**config.mk**
```make
export PLATFORM = sky130hd
export DESIGN_NAME = grid_first_fit_rect_allocator
export DESIGN_NICKNAME = d
export VERILOG_FILES = /design/src/rtl/gffra_pkg.sv /design/src/rtl/gffra_ctrl.sv /design/src/rtl/gffra_dp.sv /design/src/rtl/grid_first_fit_rect_allocator.sv
export SDC_FILE = /design/constraint.sdc
export NUM_CORES = 1
export LEC_CHECK = 0
export ABC_CLOCK_PERIOD_IN_PS = 6800
export BUFFER_PORTS_ARGS = -buffer_cell sky130_fd_sc_hd__buf_4
export CAP_MARGIN = 20
export CORE_UTILIZATION = 25
export CTS_BUF_LIST = sky130_fd_sc_hd__clkbuf_8
export DETAILED_ROUTE_END_ITERATION = 10
export PLACE_DENSITY_LB_ADDON = 0.05
export REMOVE_ABC_BUFFERS = 1
export SLEW_MARGIN = 40
export SYNTH_ARGS = -nofsm -noshare
export SYNTH_HDL_FRONTEND = slang
export SYNTH_SLANG_ARGS = --single-unit
```
**constraint.sdc**
```tcl
create_clock -name aclk -period 6.8 [get_ports aclk]
set_input_delay 0.68 -clock aclk [delete_from_list [all_inputs] [get_ports aclk]]
set_output_delay 0.68 -clock aclk [all_outputs]
set_load 0.005 [all_outputs]
```
**src/rtl/gffra_pkg.sv**
```systemverilog
// shared definitions for the grid first-fit rectangle allocator
// holds default geometry, result kinds and the control/status structs
// no dependencies
package gffra_pkg;

    localparam int GRID_COLS_DEF     = 8;
    localparam int GRID_ROWS_DEF     = 15;
    localparam int SLOT_CAPACITY_DEF = 120;

    // field widths fixed by the interface
    localparam int DIM_W   = 4;
    localparam int SLOT_W  = 7;
    localparam int COUNT_W = 7;
    // width wide enough for origin plus extent along either axis
    localparam int SUM_W   = 7;

    // kind of result to load into the output register
    typedef logic [1:0] res_kind_t;
    localparam res_kind_t RES_FAIL = 2'd0;
    localparam res_kind_t RES_SEQ  = 2'd1;
    localparam res_kind_t RES_GRID = 2'd2;

    typedef struct packed {
        logic      scan_start;
        logic      acc_step;
        logic      row_next;
        logic      mark_start;
        logic      mark_step;
        logic      res_load;
        res_kind_t res_kind;
    } cmd_t;

    typedef struct packed {
        logic full;
        logic seq;
        logic bad_size;
        logic dy_last;
        logic fit_any;
        logic last_row;
        logic out_free;
    } status_t;

endpackage

```
**src/rtl/gffra_ctrl.sv**
```systemverilog
// control state machine for the grid allocator
// sequences check, row accumulate, fit evaluation, marking and result load
// depends on gffra_pkg
module gffra_ctrl (
    input  logic              aclk,
    input  logic              aresetn,
    input  logic              s_valid,
    output logic              s_ready,
    input  gffra_pkg::status_t sts,
    output gffra_pkg::cmd_t    cmd
);
    import gffra_pkg::*;

    localparam logic [2:0] S_IDLE   = 3'd0;
    localparam logic [2:0] S_CHECK  = 3'd1;
    localparam logic [2:0] S_ACC    = 3'd2;
    localparam logic [2:0] S_EVAL   = 3'd3;
    localparam logic [2:0] S_MARK   = 3'd4;
    localparam logic [2:0] S_RESULT = 3'd5;

    logic [2:0] state_reg, state_next;
    res_kind_t  kind_reg, kind_next;

    assign s_ready = (state_reg == S_IDLE);

    always_comb begin
        state_next = state_reg;
        kind_next  = kind_reg;
        cmd        = '0;
        cmd.res_kind = kind_reg;
        unique case (state_reg)
            S_IDLE: begin
                if (s_valid) begin
                    state_next = S_CHECK;
                end
            end
            S_CHECK: begin
                if (sts.full) begin
                    kind_next  = RES_FAIL;
                    state_next = S_RESULT;
                end else if (sts.seq) begin
                    kind_next  = RES_SEQ;
                    state_next = S_RESULT;
                end else if (sts.bad_size) begin
                    kind_next  = RES_FAIL;
                    state_next = S_RESULT;
                end else begin
                    cmd.scan_start = 1'b1;
                    state_next     = S_ACC;
                end
            end
            S_ACC: begin
                cmd.acc_step = 1'b1;
                if (sts.dy_last) begin
                    state_next = S_EVAL;
                end
            end
            S_EVAL: begin
                if (sts.fit_any) begin
                    cmd.mark_start = 1'b1;
                    state_next     = S_MARK;
                end else if (sts.last_row) begin
                    kind_next  = RES_FAIL;
                    state_next = S_RESULT;
                end else begin
                    cmd.row_next = 1'b1;
                    state_next   = S_ACC;
                end
            end
            S_MARK: begin
                cmd.mark_step = 1'b1;
                if (sts.dy_last) begin
                    kind_next  = RES_GRID;
                    state_next = S_RESULT;
                end
            end
            S_RESULT: begin
                if (sts.out_free) begin
                    cmd.res_load = 1'b1;
                    state_next   = S_IDLE;
                end
            end
            default: begin
                state_next = S_IDLE;
            end
        endcase
    end

    always_ff @(posedge aclk) begin
        if (!aresetn) begin
            state_reg <= S_IDLE;
            kind_reg  <= RES_FAIL;
        end else begin
            state_reg <= state_next;
            kind_reg  <= kind_next;
        end
    end

endmodule

```
**src/rtl/gffra_dp.sv**
```systemverilog
// datapath for the grid allocator: occupancy rows, scan counters,
// column fit search, item count, mode register and output register
// depends on gffra_pkg
module gffra_dp #(
    parameter int GRID_COLS     = gffra_pkg::GRID_COLS_DEF,
    parameter int GRID_ROWS     = gffra_pkg::GRID_ROWS_DEF,
    parameter int SLOT_CAPACITY = gffra_pkg::SLOT_CAPACITY_DEF
) (
    input  logic                          aclk,
    input  logic                          aresetn,
    input  logic                          s_valid,
    input  logic                          s_ready,
    input  logic [gffra_pkg::DIM_W-1:0]   s_rect_width,
    input  logic [gffra_pkg::DIM_W-1:0]   s_rect_height,
    output logic                          m_valid,
    input  logic                          m_ready,
    output logic                          m_placed,
    output logic [gffra_pkg::SLOT_W-1:0]  m_slot_index,
    output logic [gffra_pkg::COUNT_W-1:0] m_placed_count,
    input  logic                          cfg_wr_en,
    input  logic                          cfg_wr_data,
    input  gffra_pkg::cmd_t               cmd,
    output gffra_pkg::status_t            sts
);
    import gffra_pkg::*;

    localparam int COL_W  = $clog2(GRID_COLS);
    localparam int ROW_W  = $clog2(GRID_ROWS);
    localparam int BASE_W = $clog2(GRID_COLS * GRID_ROWS);
    localparam int CNT_W  = $clog2(SLOT_CAPACITY + 1);

    // occupancy, one register per grid row
    logic [GRID_COLS-1:0] rows_reg [GRID_ROWS];

    logic [DIM_W-1:0]     w_reg, h_reg;
    logic [ROW_W-1:0]     y_reg;
    logic [DIM_W-1:0]     dy_reg;
    logic [COL_W-1:0]     x_reg;
    logic [BASE_W-1:0]    base_reg;
    logic [GRID_COLS-1:0] acc_reg;
    logic [CNT_W-1:0]     count_reg;
    logic                 seq_mode_reg;

    logic                 m_valid_reg;
    logic                 m_placed_reg;
    logic [SLOT_W-1:0]    m_slot_reg;
    logic [COUNT_W-1:0]   m_count_reg;

    logic [SUM_W-1:0]     row_sum;
    logic [ROW_W-1:0]     row_idx;
    logic [GRID_COLS-1:0] row_data;
    logic [GRID_COLS-1:0] fit_vec;
    logic [COL_W-1:0]     fit_x;
    logic [GRID_COLS-1:0] mark_mask;
    logic [CNT_W-1:0]     count_inc;
    logic [31:0]          slot_wide;
    logic [31:0]          count_wide;
    logic [31:0]          seq_wide;

    assign row_sum  = SUM_W'(y_reg) + SUM_W'(dy_reg);
    assign row_idx  = row_sum[ROW_W-1:0];
    assign row_data = rows_reg[row_idx];

    // per origin column: window inside the grid and all covered bits free
    always_comb begin
        logic win_ok;
        fit_vec = '0;
        for (int x = 0; x < GRID_COLS; x++) begin
            win_ok = 1'b1;
            for (int i = 0; i < GRID_COLS; i++) begin
                if (acc_reg[i] && (i >= x) &&
                    (SUM_W'(i) < SUM_W'(x) + SUM_W'(w_reg))) begin
                    win_ok = 1'b0;
                end
            end
            fit_vec[x] = win_ok &&
                (SUM_W'(x) + SUM_W'(w_reg) <= SUM_W'(GRID_COLS));
        end
    end

    // lowest fitting column wins
    always_comb begin
        fit_x = '0;
        for (int x = GRID_COLS - 1; x >= 0; x--) begin
            if (fit_vec[x]) begin
                fit_x = COL_W'(x);
            end
        end
    end

    always_comb begin
        for (int i = 0; i < GRID_COLS; i++) begin
            mark_mask[i] = (SUM_W'(i) >= SUM_W'(x_reg)) &&
                (SUM_W'(i) < SUM_W'(x_reg) + SUM_W'(w_reg));
        end
    end

    assign count_inc  = count_reg + CNT_W'(1);
    assign slot_wide  = 32'(base_reg) + 32'(x_reg);
    assign count_wide = 32'(count_inc);
    assign seq_wide   = 32'(count_reg);

    assign sts.full     = (count_reg >= CNT_W'(SLOT_CAPACITY));
    assign sts.seq      = seq_mode_reg;
    assign sts.bad_size = (w_reg == '0) || (h_reg == '0) ||
                          (SUM_W'(w_reg) > SUM_W'(GRID_COLS)) ||
                          (SUM_W'(h_reg) > SUM_W'(GRID_ROWS));
    assign sts.dy_last  = (dy_reg == h_reg - DIM_W'(1));
    assign sts.fit_any  = |fit_vec;
    assign sts.last_row = (SUM_W'(y_reg) + SUM_W'(h_reg) == SUM_W'(GRID_ROWS));
    assign sts.out_free = !m_valid_reg || m_ready;

    // control state
    always_ff @(posedge aclk) begin
        if (!aresetn) begin
            for (int r = 0; r < GRID_ROWS; r++) begin
                rows_reg[r] <= '0;
            end
            count_reg    <= '0;
            seq_mode_reg <= 1'b0;
            m_valid_reg  <= 1'b0;
        end else begin
            if (cmd.mark_step) begin
                for (int r = 0; r < GRID_ROWS; r++) begin
                    if (row_idx == ROW_W'(r)) begin
                        rows_reg[r] <= rows_reg[r] | mark_mask;
                    end
                end
            end
            if (cfg_wr_en) begin
                seq_mode_reg <= cfg_wr_data;
            end
            if (cmd.res_load && (cmd.res_kind != RES_FAIL)) begin
                count_reg <= count_inc;
            end
            if (cmd.res_load) begin
                m_valid_reg <= 1'b1;
            end else if (m_ready) begin
                m_valid_reg <= 1'b0;
            end
        end
    end

    // scan payload
    always_ff @(posedge aclk) begin
        if (s_valid && s_ready) begin
            w_reg <= s_rect_width;
            h_reg <= s_rect_height;
        end
        if (cmd.scan_start) begin
            y_reg    <= '0;
            dy_reg   <= '0;
            base_reg <= '0;
            acc_reg  <= '0;
        end else if (cmd.row_next) begin
            y_reg    <= y_reg + ROW_W'(1);
            dy_reg   <= '0;
            base_reg <= base_reg + BASE_W'(GRID_COLS);
            acc_reg  <= '0;
        end else if (cmd.acc_step) begin
            dy_reg  <= dy_reg + DIM_W'(1);
            acc_reg <= acc_reg | row_data;
        end else if (cmd.mark_start) begin
            dy_reg <= '0;
            x_reg  <= fit_x;
        end else if (cmd.mark_step) begin
            dy_reg <= dy_reg + DIM_W'(1);
        end
    end

    // result register
    always_ff @(posedge aclk) begin
        if (cmd.res_load) begin
            case (cmd.res_kind)
                RES_GRID: begin
                    m_placed_reg <= 1'b1;
                    m_slot_reg   <= slot_wide[SLOT_W-1:0];
                    m_count_reg  <= count_wide[COUNT_W-1:0];
                end
                RES_SEQ: begin
                    m_placed_reg <= 1'b1;
                    m_slot_reg   <= seq_wide[SLOT_W-1:0];
                    m_count_reg  <= count_wide[COUNT_W-1:0];
                end
                default: begin
                    m_placed_reg <= 1'b0;
                    m_slot_reg   <= '0;
                    m_count_reg  <= seq_wide[COUNT_W-1:0];
                end
            endcase
        end
    end

    assign m_valid        = m_valid_reg;
    assign m_placed       = m_placed_reg;
    assign m_slot_index   = m_slot_reg;
    assign m_placed_count = m_count_reg;

endmodule

```
**src/rtl/grid_first_fit_rect_allocator.sv**
```systemverilog
// first-fit rectangle allocator over a GRID_COLS x GRID_ROWS occupancy grid
// sequential mode and early failure go from the check straight to the result load; grid
//   mode first runs a row scan that ORs h occupancy rows per candidate origin row, one
//   row a cycle, then marks the h rows of the window found, h being the height
// throughput: one transaction at a time; next accepted once the result is loaded
// reset: synchronous active-low aresetn clears grid, item count and mode at once
module grid_first_fit_rect_allocator #(
    parameter int GRID_COLS     = gffra_pkg::GRID_COLS_DEF,
    parameter int GRID_ROWS     = gffra_pkg::GRID_ROWS_DEF,
    parameter int SLOT_CAPACITY = gffra_pkg::SLOT_CAPACITY_DEF
) (
    input  logic                          aclk,
    input  logic                          aresetn,
    input  logic                          s_valid,
    output logic                          s_ready,
    input  logic [gffra_pkg::DIM_W-1:0]   s_rect_width,
    input  logic [gffra_pkg::DIM_W-1:0]   s_rect_height,
    output logic                          m_valid,
    input  logic                          m_ready,
    output logic                          m_placed,
    output logic [gffra_pkg::SLOT_W-1:0]  m_slot_index,
    output logic [gffra_pkg::COUNT_W-1:0] m_placed_count,
    input  logic                          cfg_wr_en,
    input  logic                          cfg_wr_data
);
    import gffra_pkg::*;

    cmd_t    cmd;
    status_t sts;

    gffra_ctrl u_ctrl (
        .aclk    (aclk),
        .aresetn (aresetn),
        .s_valid (s_valid),
        .s_ready (s_ready),
        .sts     (sts),
        .cmd     (cmd)
    );

    gffra_dp #(
        .GRID_COLS     (GRID_COLS),
        .GRID_ROWS     (GRID_ROWS),
        .SLOT_CAPACITY (SLOT_CAPACITY)
    ) u_dp (
        .aclk           (aclk),
        .aresetn        (aresetn),
        .s_valid        (s_valid),
        .s_ready        (s_ready),
        .s_rect_width   (s_rect_width),
        .s_rect_height  (s_rect_height),
        .m_valid        (m_valid),
        .m_ready        (m_ready),
        .m_placed       (m_placed),
        .m_slot_index   (m_slot_index),
        .m_placed_count (m_placed_count),
        .cfg_wr_en      (cfg_wr_en),
        .cfg_wr_data    (cfg_wr_data),
        .cmd            (cmd),
        .sts            (sts)
    );

endmodule

```
==> out/qor.csv, run 1 <==
stage;metric;value;unit
outcome;status;finished clean;
timing;layout_setup_ws;2.88;ns
setup_path;cp_slowest_cell;o31a_1;
floorplanning;core-area;0.0378;mm^2
logic_synthesis;mappedNetlistArea;0.00960;mm^2
placement;numPortBuffers;30;
cts;h-tree-depth;4;
floorplanning;rows;71;
timing;slew_viol_final;0;
routing;drcViolationCount;0;
floorplanning;io_pins;31;
logic_synthesis;synth-edff-count;146;
floorplanning;initial_utilization;25.4;%
placement;hpwlAfterDp;19.3;mm
timing;setup_viol;0;
logic_synthesis;synth-compound-area-share;17.8;%
placement;dp_slack;2.84;ns
logic_synthesis;syn_inst;779;
routing;num_vias;6391;
logic_synthesis;synth_warnings;0;
setup_path;critical_path_class;reg2reg;
min_path;hp-class;in2reg;
timing;skew;0.0307;ns
cts;cts_root_buf;clkbuf_8;
cts;clockBufferDepth;2;
power_and_ir_drop;peakVddDrop;0.000122;V
logic_synthesis;synth_ff_type;edfxtp_1;
routing;final_antenna_net_count;0;
timing;setup_tns;0;ns
cts;ctsResizeCount;0;
global_route;grt_pass1_vias;6586;
final_layout;area_delta_synth_final;13.8;%
timing;rsz0062_at_grt;no;
global_route;grt-ovfl-total;0;
placement;placed_area;0.0105;mm^2
final_layout;drive_gt1_share;17.9;%
setup_path;slowest_delay;0.69;ns
routing;post_drt_wl_per_cell;20.9;um
logic_synthesis;synthXorXnorAreaFrac;3.38;%
setup_path;cp-start-kind;flop;
cts;post_cts_buffers;0;
global_route;antenna_found_initial;0;
cts;holdBufCountCts;0;
final_layout;final_nets;855;
setup_path;end_kind;flop;
routing;routed_wl;27.7;mm
setup_path;r2r_slack;2.88;ns
setup_path;arrival;4.17;ns
cts;numClockSinks;180;
routing;avgViaCountPerCell;4.82;
power_and_ir_drop;power;3.60;mW
run;cap_viol_max_count;0;
logic_synthesis;synth_simple_gate_area_share;9.39;%
placement;gp_congestion;0.772;
logic_synthesis;synth_top_family_by_area;compound AO/OA/AOI/OAI gates;
cts;path_clk_slew;0.11;ns
setup_path;required;7.05;ns
final_layout;utilization;28.9;%
logic_synthesis;synth_mux_area_share;8.76;%
setup_path;crit_path_max_fanout;19;
timing;period_needed;3.92;ns
floorplanning;dieArea;0.0392;mm^2
timing;max_slew_margin;43.1;%
logic_synthesis;syn_avg_cell_area;12.3;um^2
final_layout;final_common_cell;edfxtp_1;
global_route;grt_max_degree;45;
setup_path;crit_chain;ha_1 > fa_1 > nand2b_1 > o31ai_1 > nand2_1 > o31a_1 > a21oi_1 > nor2_2 > o21a_1;
power_and_ir_drop;p_leak;3.77;nW
final_layout;post-route-cell-area;0.0109;mm^2
timing;hold_viol_final;0;
routing;drtPass1Iterations;5;
logic_synthesis;ys_seq_area_share;52.8;%
cts;cts_tree;done;
timing;min_period_over_period;57.7;%
logic_synthesis;ys_ff_latch;180;
floorplanning;die_h;198;um
cts;cts-buffers-inserted;17;
global_route;grt_pass1_wl;42.4;mm
floorplanning;die_w;198;um
final_layout;n_antenna_cell;0;
power_and_ir_drop;power_density;330;mW/mm^2
logic_synthesis;post_synth_num_cell_types;62;
logic_synthesis;async_flop_share;0;%
final_layout;largest_reg_flops;120;
cts;clkLatencyLatePin;0.49;ns
routing;drt_iter0_drc;316;
timing;worstMarginPinSlew;0.846;ns
logic_synthesis;synthAdderAreaFrac;5.32;%
timing;max_freq;255;MHz
final_layout;layout_common_cells;edfxtp_1, o21a_1, nand2_1, buf_4, ha_1;
global_route;grt_usage;14.9;%
## synthesized netlist by cell type (3+ instances only)
master / instances / area, um^2
a21boi_0: 4 / 30.0
a21oi_1: 30 / 150
a221o_1: 3 / 30.0
a22oi_1: 8 / 60.1
a31oi_1: 8 / 50.1
and2_1: 9 / 56.3
and3_1: 3 / 18.8
buf_2: 9 / 45.0
clkbuf_1: 29 / 109
dfxtp_1: 34 / 681
edfxtp_1: 146 / 4380
fa_1: 3 / 60.1
ha_1: 36 / 450
inv_1: 20 / 75.1
mux2i_1: 12 / 120
mux4_2: 32 / 721
nand2_1: 45 / 169
nand2b_1: 14 / 87.6
nand3_1: 11 / 55.1
nand3b_1: 3 / 22.5
nand4_1: 9 / 56.3
nor2_1: 36 / 135
nor2b_1: 16 / 100
nor3_1: 10 / 50.1
nor4_1: 3 / 18.8
o21a_1: 123 / 923
o21ai_0: 39 / 195
o31ai_1: 4 / 30.0
or3_1: 4 / 25.0
or4_1: 3 / 22.5
xnor2_1: 27 / 236
xor2_1: 10 / 87.6
## power breakdown
part	switching [mW]	internal [mW]	total (mW)
logic	0.791	0.540	1.33
clock network	0.457	0.344	0.802
registers	0.135	1.33	1.47
## through the flow
stage | hold WS, ns | cells
CTS | 0.313 | 1326
global placement | 0.460 | 1294
detailed placement | 0.465 | 1294
global route | 0.316 | 1326
finish | 0.369 | 1326
floorplan | 0.434 | 738
## per-layer routing
metal  GRT usage, %  vias to the layer above  wire (um)
li1               -                     3007          -
met3           2.86                       19        772
met2           24.4                       94      13400
met4           4.48                        0        467
met5              0                        -          0
met1           19.9                     3271      13100
## critical path: cells and delay by family, from the launching register on
kind            cells  cell delay, ns
compound gates      4            1.43
simple gates        3            0.85
fa+ha+maj           2            0.73
flops               1            0.67
## kinds of logic after synthesis
logic type	after synthesis
AOI/OAI and AO/OA	244
DFF	180
and+or+nand+nor	174
buffers and inverters	61
muxes	44
adders and majority gates	39
xor gates and xnor gates	37
## worst paths after layout
| kind | cells past startpoint | to | from |
|---|---|---|---|
| max reg2reg | 9 | u_dp.rows_reg[6][0] | u_dp.w_reg[0] |
| min reg2reg | 1 | u_dp.base_reg[6] | u_dp.base_reg[6] |
| max | 9 | u_dp.rows_reg[6][0] | u_dp.w_reg[0] |
| min | 1 | u_dp.h_reg[0] | s_rect_height[0] |
## final cells by class
| cell class | count | area, um^2 |
|---|---|---|
| Sequential cell | 180 | 5060 |
| Timing Repair Buffer | 45 | 338 |
| Clock inverter | 15 | 186 |
| Tap cell | 511 | 639 |
| Multi-Input combinational cell | 538 | 4380 |
| Inverter | 20 | 75.1 |
| Clock buffer | 17 | 234 |
| Fill cell | 3861 | 26800 |
Note: power is estimated with default switching activity, not from simulation.
==> run 2: changes to the inputs <==
ABC_AREA = 1   (was default)
ABC_CLOCK_PERIOD_IN_PS = 3700   (was 6800)
clock period = 3.7 ns   (was 6.8 ns; I/O delays follow)
==> out/qor.csv, run 2 <==
stage;metric;value;unit
routing;drcViolationCount;0;
timing;setup_tns;0;ns
global_route;grt-ovfl-total;0;
final_layout;final_nets;1221;
setup_path;r2r_slack;0.35;ns
cts;h-tree-depth;4;
cts;cts_tree;done;
cts;cts-buffers-inserted;17;
min_path;hp-class;in2reg;
logic_synthesis;ys_seq_area_share;51.6;%
global_route;use_met2;25.0;%
power_and_ir_drop;internal_power;3.96;mW
timing;worstMarginPinSlew;0.663;ns
logic_synthesis;yosysTopAreaCell;edfxtp_1;
setup_path;reg2reg_from;u_dp.w_reg[1];
cts;cts_root_buf;clkbuf_8;
logic_synthesis;post_synth_num_cell_types;46;
floorplanning;die_h;200;um
timing;rsz0062_at_grt;no;
setup_path;end_kind;flop;
final_layout;layout_common_cells;nand2_1, inv_1, edfxtp_1;
power_and_ir_drop;p_switching;3.03;mW
logic_synthesis;synth_top_area_share;44.6;%
logic_synthesis;synthTopCellsByCount;nand2_1, inv_1, edfxtp_1;
global_route;grt_pass1_wl;50.0;mm
timing;slew_viol_final;0;
final_layout;drive_gt1_share;11.8;%
power_and_ir_drop;combPwrFrac;42.7;%
run;cap_viol_max_count;0;
floorplanning;initial_utilization;25.3;%
power_and_ir_drop;p_leak;4.63;nW
global_route;grt_usage;16.8;%
cts;clockBufferDepth;2;
power_and_ir_drop;power_density;620;mW/mm^2
logic_synthesis;synth_ff_type;edfxtp_1;
cts;numClockSinks;180;
floorplanning;rows;72;
final_layout;area_delta_synth_final;14.7;%
setup_path;worstRegToRegCells;13;
final_layout;n_antenna_cell;0;
power_and_ir_drop;seq_power_share;37.7;%
routing;drtPass1Iterations;6;
timing;setup_viol;0;
setup_path;crit_path_max_fanout;11;
logic_synthesis;syn_inst;1112;
logic_synthesis;synth_warnings;0;
routing;routed_wl;32.9;mm
timing;hold_viol_final;0;
routing;post_drt_wl_per_cell;19.4;um
logic_synthesis;synth.most_common_cell;nand2_1;
cts;path_clk_slew;0.11;ns
setup_path;r2r-end;u_dp.dy_reg[0];
logic_synthesis;syn_avg_cell_area;8.83;um^2
setup_path;cp-endpoint;u_dp.dy_reg[0];
min_path;holdPathStages;1;
setup_path;arrival;3.74;ns
global_route;grt_max_degree;43;
placement;numPortBuffers;30;
power_and_ir_drop;peakVddDrop;0.000248;V
placement;gp_congestion;0.790;
final_layout;fillers;4222;
global_route;met3_usage;2.41;%
logic_synthesis;ys_top_cells_by_area;edfxtp_1, nand2_1, dfxtp_1;
timing;max_slew_margin;55.5;%
timing;min_period_over_period;90.4;%
setup_path;critical_path_class;reg2reg;
setup_path;timing.critical_path.from;u_dp.w_reg[1];
global_route;grt_busiest_layer;met1;
min_path;min-delay-start;s_rect_height[1];
floorplanning;die_w;200;um
timing;period_needed;3.35;ns
routing;final_antenna_net_count;0;
routing;num_vias;7803;
routing;drt_iter0_drc;555;
power_and_ir_drop;switching_share;43.4;%
setup_path;required;4.10;ns
global_route;antenna_found_initial;0;
power_and_ir_drop;clock_power_share;19.7;%
logic_synthesis;mappedNetlistArea;0.00982;mm^2
global_route;grt_util_met1;25.2;%
final_layout;final_common_cell;nand2_1;
final_layout;utilization;29.1;%
cts;clkLatencyLatePin;0.51;ns
logic_synthesis;async_flop_share;0;%
floorplanning;core-area;0.0387;mm^2
final_layout;largest_reg_flops;120;
timing;skew;0.0216;ns
outcome;status;finished clean;
setup_path;cp-start-kind;flop;
floorplanning;dieArea;0.0401;mm^2
routing;avgViaCountPerCell;4.59;
placement;hpwlAfterDp;24.4;mm
cts;post_cts_buffers;0;
logic_synthesis;synth-edff-count;146;
logic_synthesis;ys_ff_latch;180;
timing;max_freq;299;MHz
floorplanning;io_pins;31;
global_route;grt_pass1_vias;7547;
[run 2: worst min path at each step]
stage / end / slack (ns)
2_1_floorplan: u_dp.acc_reg[0] / 0.44
3_3_place_gp: u_ctrl.kind_reg[1] / 0.48
3_5_place_dp: u_dp.acc_reg[0] / 0.47
4_1_cts: u_dp.h_reg[1] / 0.002
5_1_grt: u_dp.h_reg[1] / 0.01
6_report: u_dp.h_reg[1] / 0.05
[run 2: final cells by class]
class / instances / area, um^2 / share of cell area (%)
Clock buffer: 17 / 234 / 2.08
Inverter: 172 / 646 / 5.73
Timing Repair Buffer: 71 / 596 / 5.29
Tap cell: 518 / 648 / 5.75
Clock inverter: 15 / 135 / 1.20
Multi-Input combinational cell: 726 / 3940 / 35.0
Sequential cell: 180 / 5060 / 45.0
[run 2: repair_timing]
item / 4_1_cts / 5_1_grt
gates resized for setup: 0 / 0
hold endpoints to repair: 5 / 0
setup endpoints to repair: 0 / 0
hold buffers: 5 / 0
[run 2: kinds of logic after synthesis]
logic type / count (synthesis) / synth area share (%)
AND/OR/NAND/NOR: 415 / 18.2
buffers and inverters: 206 / 8.28
flip-flops: 180 / 51.6
adder cells (fa/ha/maj): 39 / 5.20
XOR/XNOR: 19 / 1.69
AO/OA/AOI/OAI: 253 / 15.0
[run 2: power groups by stage]
stage | Clock (mW) | Combinational [mW] | Sequential, mW
finish | 1.37 | 2.98 | 2.63
global route | 1.50 | 3.31 | 2.67
global placement | 0 | 3.02 | 2.69
detailed placement | 0 | 2.99 | 2.68
CTS | 1.43 | 3.01 | 2.64
floorplan | 0 | 1.76 | 2.61
[run 2: critical path, cell delays in order (launching register included)]
cell and delay, ns:
edfxtp_1 0.69, inv_1 0.32, ha_1 0.48, o21ai_0 0.11, o21ai_0 0.16, inv_1 0.05
nand3_1 0.10, nand2_2 0.08, nor2_2 0.22, nand3_2 0.26, nand2_1 0.46, inv_1 0.15
nand2_1 0.10, nor2_1 0.04
[run 2: per-stage QoR]
| step | hold slack (ns) | setup WS (ns) | area [um^2] | instances | power (mW) |
|---|---|---|---|---|---|
| after floorplan | 0.437 | 0.190 | 9650 | 1078 | 4.38 |
| final | 0.0529 | 0.354 | 11300 | 1699 | 6.99 |
| after global routing | 0.0131 | 0.0513 | 11300 | 1699 | 7.47 |
| after global placement | 0.477 | 0.317 | 10800 | 1662 | 5.71 |
| after detailed placement | 0.475 | 0.389 | 10800 | 1662 | 5.68 |
| after CTS | 0.00210 | 0.355 | 11300 | 1699 | 7.08 |
[run 2: metal layers]
layer / part of all wire, % / up-vias
met4: 1.1 / 0
met2: 43 / 138
met5: 0 / -
met1: 52 / 3782
li1: - / 3864
met3: 3.1 / 19
==> run 3: changes to the inputs <==
CORE_ASPECT_RATIO = 2   (was default)
SKIP_LAST_GASP = 1   (was default)
==> out/qor.csv, run 3 (synthesis gave the netlist of run 2 again) <==
stage;metric;value;unit
power_and_ir_drop;seq_power_share;36.8;%
setup_path;slowest_delay;0.64;ns
cts;post_cts_buffers;0;
global_route;grt-ovfl-total;0;
cts;cts-buffers-inserted;17;
timing;rsz0062_at_grt;no;
timing;slew_viol_final;0;
timing;max_freq;299;MHz
timing;setup_viol;0;
setup_path;crit_chain;inv_1 > ha_1 > o21ai_0 > o21ai_0 > inv_1 > nand3_1 > nand2_2 > nor2_2 > nand3_2 > nand2_2 > inv_1 > nand2_1 > nor2_1;
power_and_ir_drop;power_density;636;mW/mm^2
setup_path;critical_path_class;reg2reg;
min_path;hold_end;u_dp.w_reg[0];
cts;clkLatencyLatePin;0.51;ns
min_path;hp-class;in2reg;
run;cap_viol_max_count;0;
power_and_ir_drop;clock_power_share;19.7;%
setup_path;r2r_slack;0.36;ns
cts;path_clk_slew;0.11;ns
timing;hold_slack;0.0356;ns
timing;max_slew_margin;48.0;%
power_and_ir_drop;switching_share;44.8;%
routing;drcViolationCount;0;
setup_path;cp-start-kind;flop;
setup_path;r2r-end;u_dp.dy_reg[1];
cts;clockBufferDepth;2;
final_layout;area_delta_synth_final;14.9;%
power_and_ir_drop;combPwrFrac;43.4;%
routing;routed_wl;35.6;mm
power_and_ir_drop;p_switching;3.21;mW
routing;drtPass1Iterations;7;
setup_path;reg2reg_from;u_dp.w_reg[1];
routing;drt_iter0_drc;367;
final_layout;layout_common_cells;nand2_1, inv_1, edfxtp_1;
placement;numPortBuffers;30;
global_route;grt_usage;18.7;%
setup_path;arrival;3.75;ns
cts;numClockSinks;180;
placement;gp_congestion;0.876;
final_layout;utilization;29.2;%
routing;avgViaCountPerCell;4.63;
floorplanning;initial_utilization;25.4;%
cts;cts_root_buf;clkbuf_8;
timing;min_period_over_period;90.3;%
setup_path;worst_path_most_repeated_cell;inv_1;
floorplanning;die_h;282;um
floorplanning;die_w;142;um
final_layout;final_common_cell;nand2_1;
setup_path;cp_slowest_cell;edfxtp_1;
power_and_ir_drop;p_leak;4.63;nW
cts;h-tree-depth;4;
timing;skew;0.0126;ns
setup_path;end_kind;flop;
setup_path;crit_path_max_fanout;11;
final_layout;largest_reg_flops;120;
floorplanning;rows;102;
outcome;status;finished clean;
global_route;antenna_found_initial;1;
floorplanning;dieArea;0.0401;mm^2
floorplanning;io_pins;31;
setup_path;worstRegToRegCells;13;
global_route;grt_pass1_vias;8292;
routing;final_antenna_net_count;0;
timing;period_needed;3.34;ns
routing;post_drt_wl_per_cell;21.0;um
cts;cts_tree;done;
power_and_ir_drop;peakVddDrop;0.000260;V
timing;hold_viol_final;0;
global_route;grt_max_degree;43;
power_and_ir_drop;internal_power;3.97;mW
placement;hpwlAfterDp;27.8;mm
global_route;grt_pass1_wl;52.8;mm
timing;setup_tns;0;ns
routing;num_vias;7884;
min_path;min-delay-start;s_rect_width[0];
final_layout;fillers;4146;
timing;worstMarginPinSlew;0.775;ns
final_layout;drive_gt1_share;11.7;%
setup_path;required;4.11;ns
floorplanning;core-area;0.0387;mm^2
min_path;holdPathStages;1;
final_layout;final_nets;1220;
-- run 3: worst max-delay path, delay by kind of cell, from the launching register on --
family | cells | cell delay [ns]
and+or+nand+nor | 7 | 1.36
adders and majority gates | 1 | 0.46
buffers and inverters | 3 | 0.50
AOI/OAI and AO/OA | 2 | 0.26
DFF | 1 | 0.64
-- run 3: power groups by stage --
| stage | sequential (mW) | clock, mW | combinational (mW) |
|---|---|---|---|
| after detailed placement | 2.70 | 0 | 3.15 |
| final | 2.65 | 1.42 | 3.12 |
| after global placement | 2.70 | 0 | 3.17 |
| after CTS | 2.65 | 1.48 | 3.16 |
| after floorplan | 2.61 | 0 | 1.76 |
| after global routing | 2.68 | 1.54 | 3.42 |
-- run 3: repair_timing --
action	in CTS	in global routing
gates resized for setup	0	1
endpoints found under the setup margin	0	2
hold endpoints to repair	6	0
hold buffers	6	0
-- run 3: worst max-delay path by stage --
| stage | from | to | slack, ns | depth (start not counted) |
|---|---|---|---|---|
| CTS | u_dp.w_reg[1] | u_dp.dy_reg[1] | 0.24 | 13 |
| finish | u_dp.w_reg[1] | u_dp.dy_reg[1] | 0.36 | 13 |
| detailed placement | u_dp.w_reg[1] | u_dp.dy_reg[1] | 0.27 | 13 |
| global placement | u_dp.w_reg[1] | u_dp.dy_reg[1] | 0.28 | 13 |
| global route | u_dp.w_reg[1] | u_dp.dy_reg[1] | 0.15 | 16 |
| floorplan | u_dp.dy_reg[0] | u_dp.rows_reg[12][0] | 0.19 | 5 |
-- run 3: area by class of cell --
cell class / instances / area, um^2 / area share [%]
clock buffer: 17 / 234 / 2.07
timing repair buffer: 70 / 591 / 5.23
sequential: 180 / 5060 / 44.9
inverter: 172 / 646 / 5.72
tap: 520 / 651 / 5.77
clock inverter: 15 / 143 / 1.26
antenna: 1 / 2.50 / 0.0222
multi-input combinational: 726 / 3950 / 35.0
-- run 3: routing by layer --
layer | vias to the layer above | global-route usage [%] | part of all wire, %
met5 | - | 0 | 0
met4 | 0 | 10.9 | 5.6
met3 | 68 | 2.27 | 1.5
met2 | 152 | 39.5 | 61
met1 | 3804 | 16.0 | 32
li1 | 3860 | - | -
-- run 3: stage by stage --
| step | cell area (um^2) | power [mW] | instances | worst slack (ns) |
|---|---|---|---|---|
| after global placement | 10800 | 5.87 | 1662 | 0.284 |
| after floorplan | 9650 | 4.38 | 1078 | 0.190 |
| after detailed placement | 10800 | 5.84 | 1662 | 0.274 |
| final | 11300 | 7.18 | 1701 | 0.358 |
| after global routing | 11300 | 7.64 | 1701 | 0.146 |
| after CTS | 11300 | 7.29 | 1700 | 0.235 |
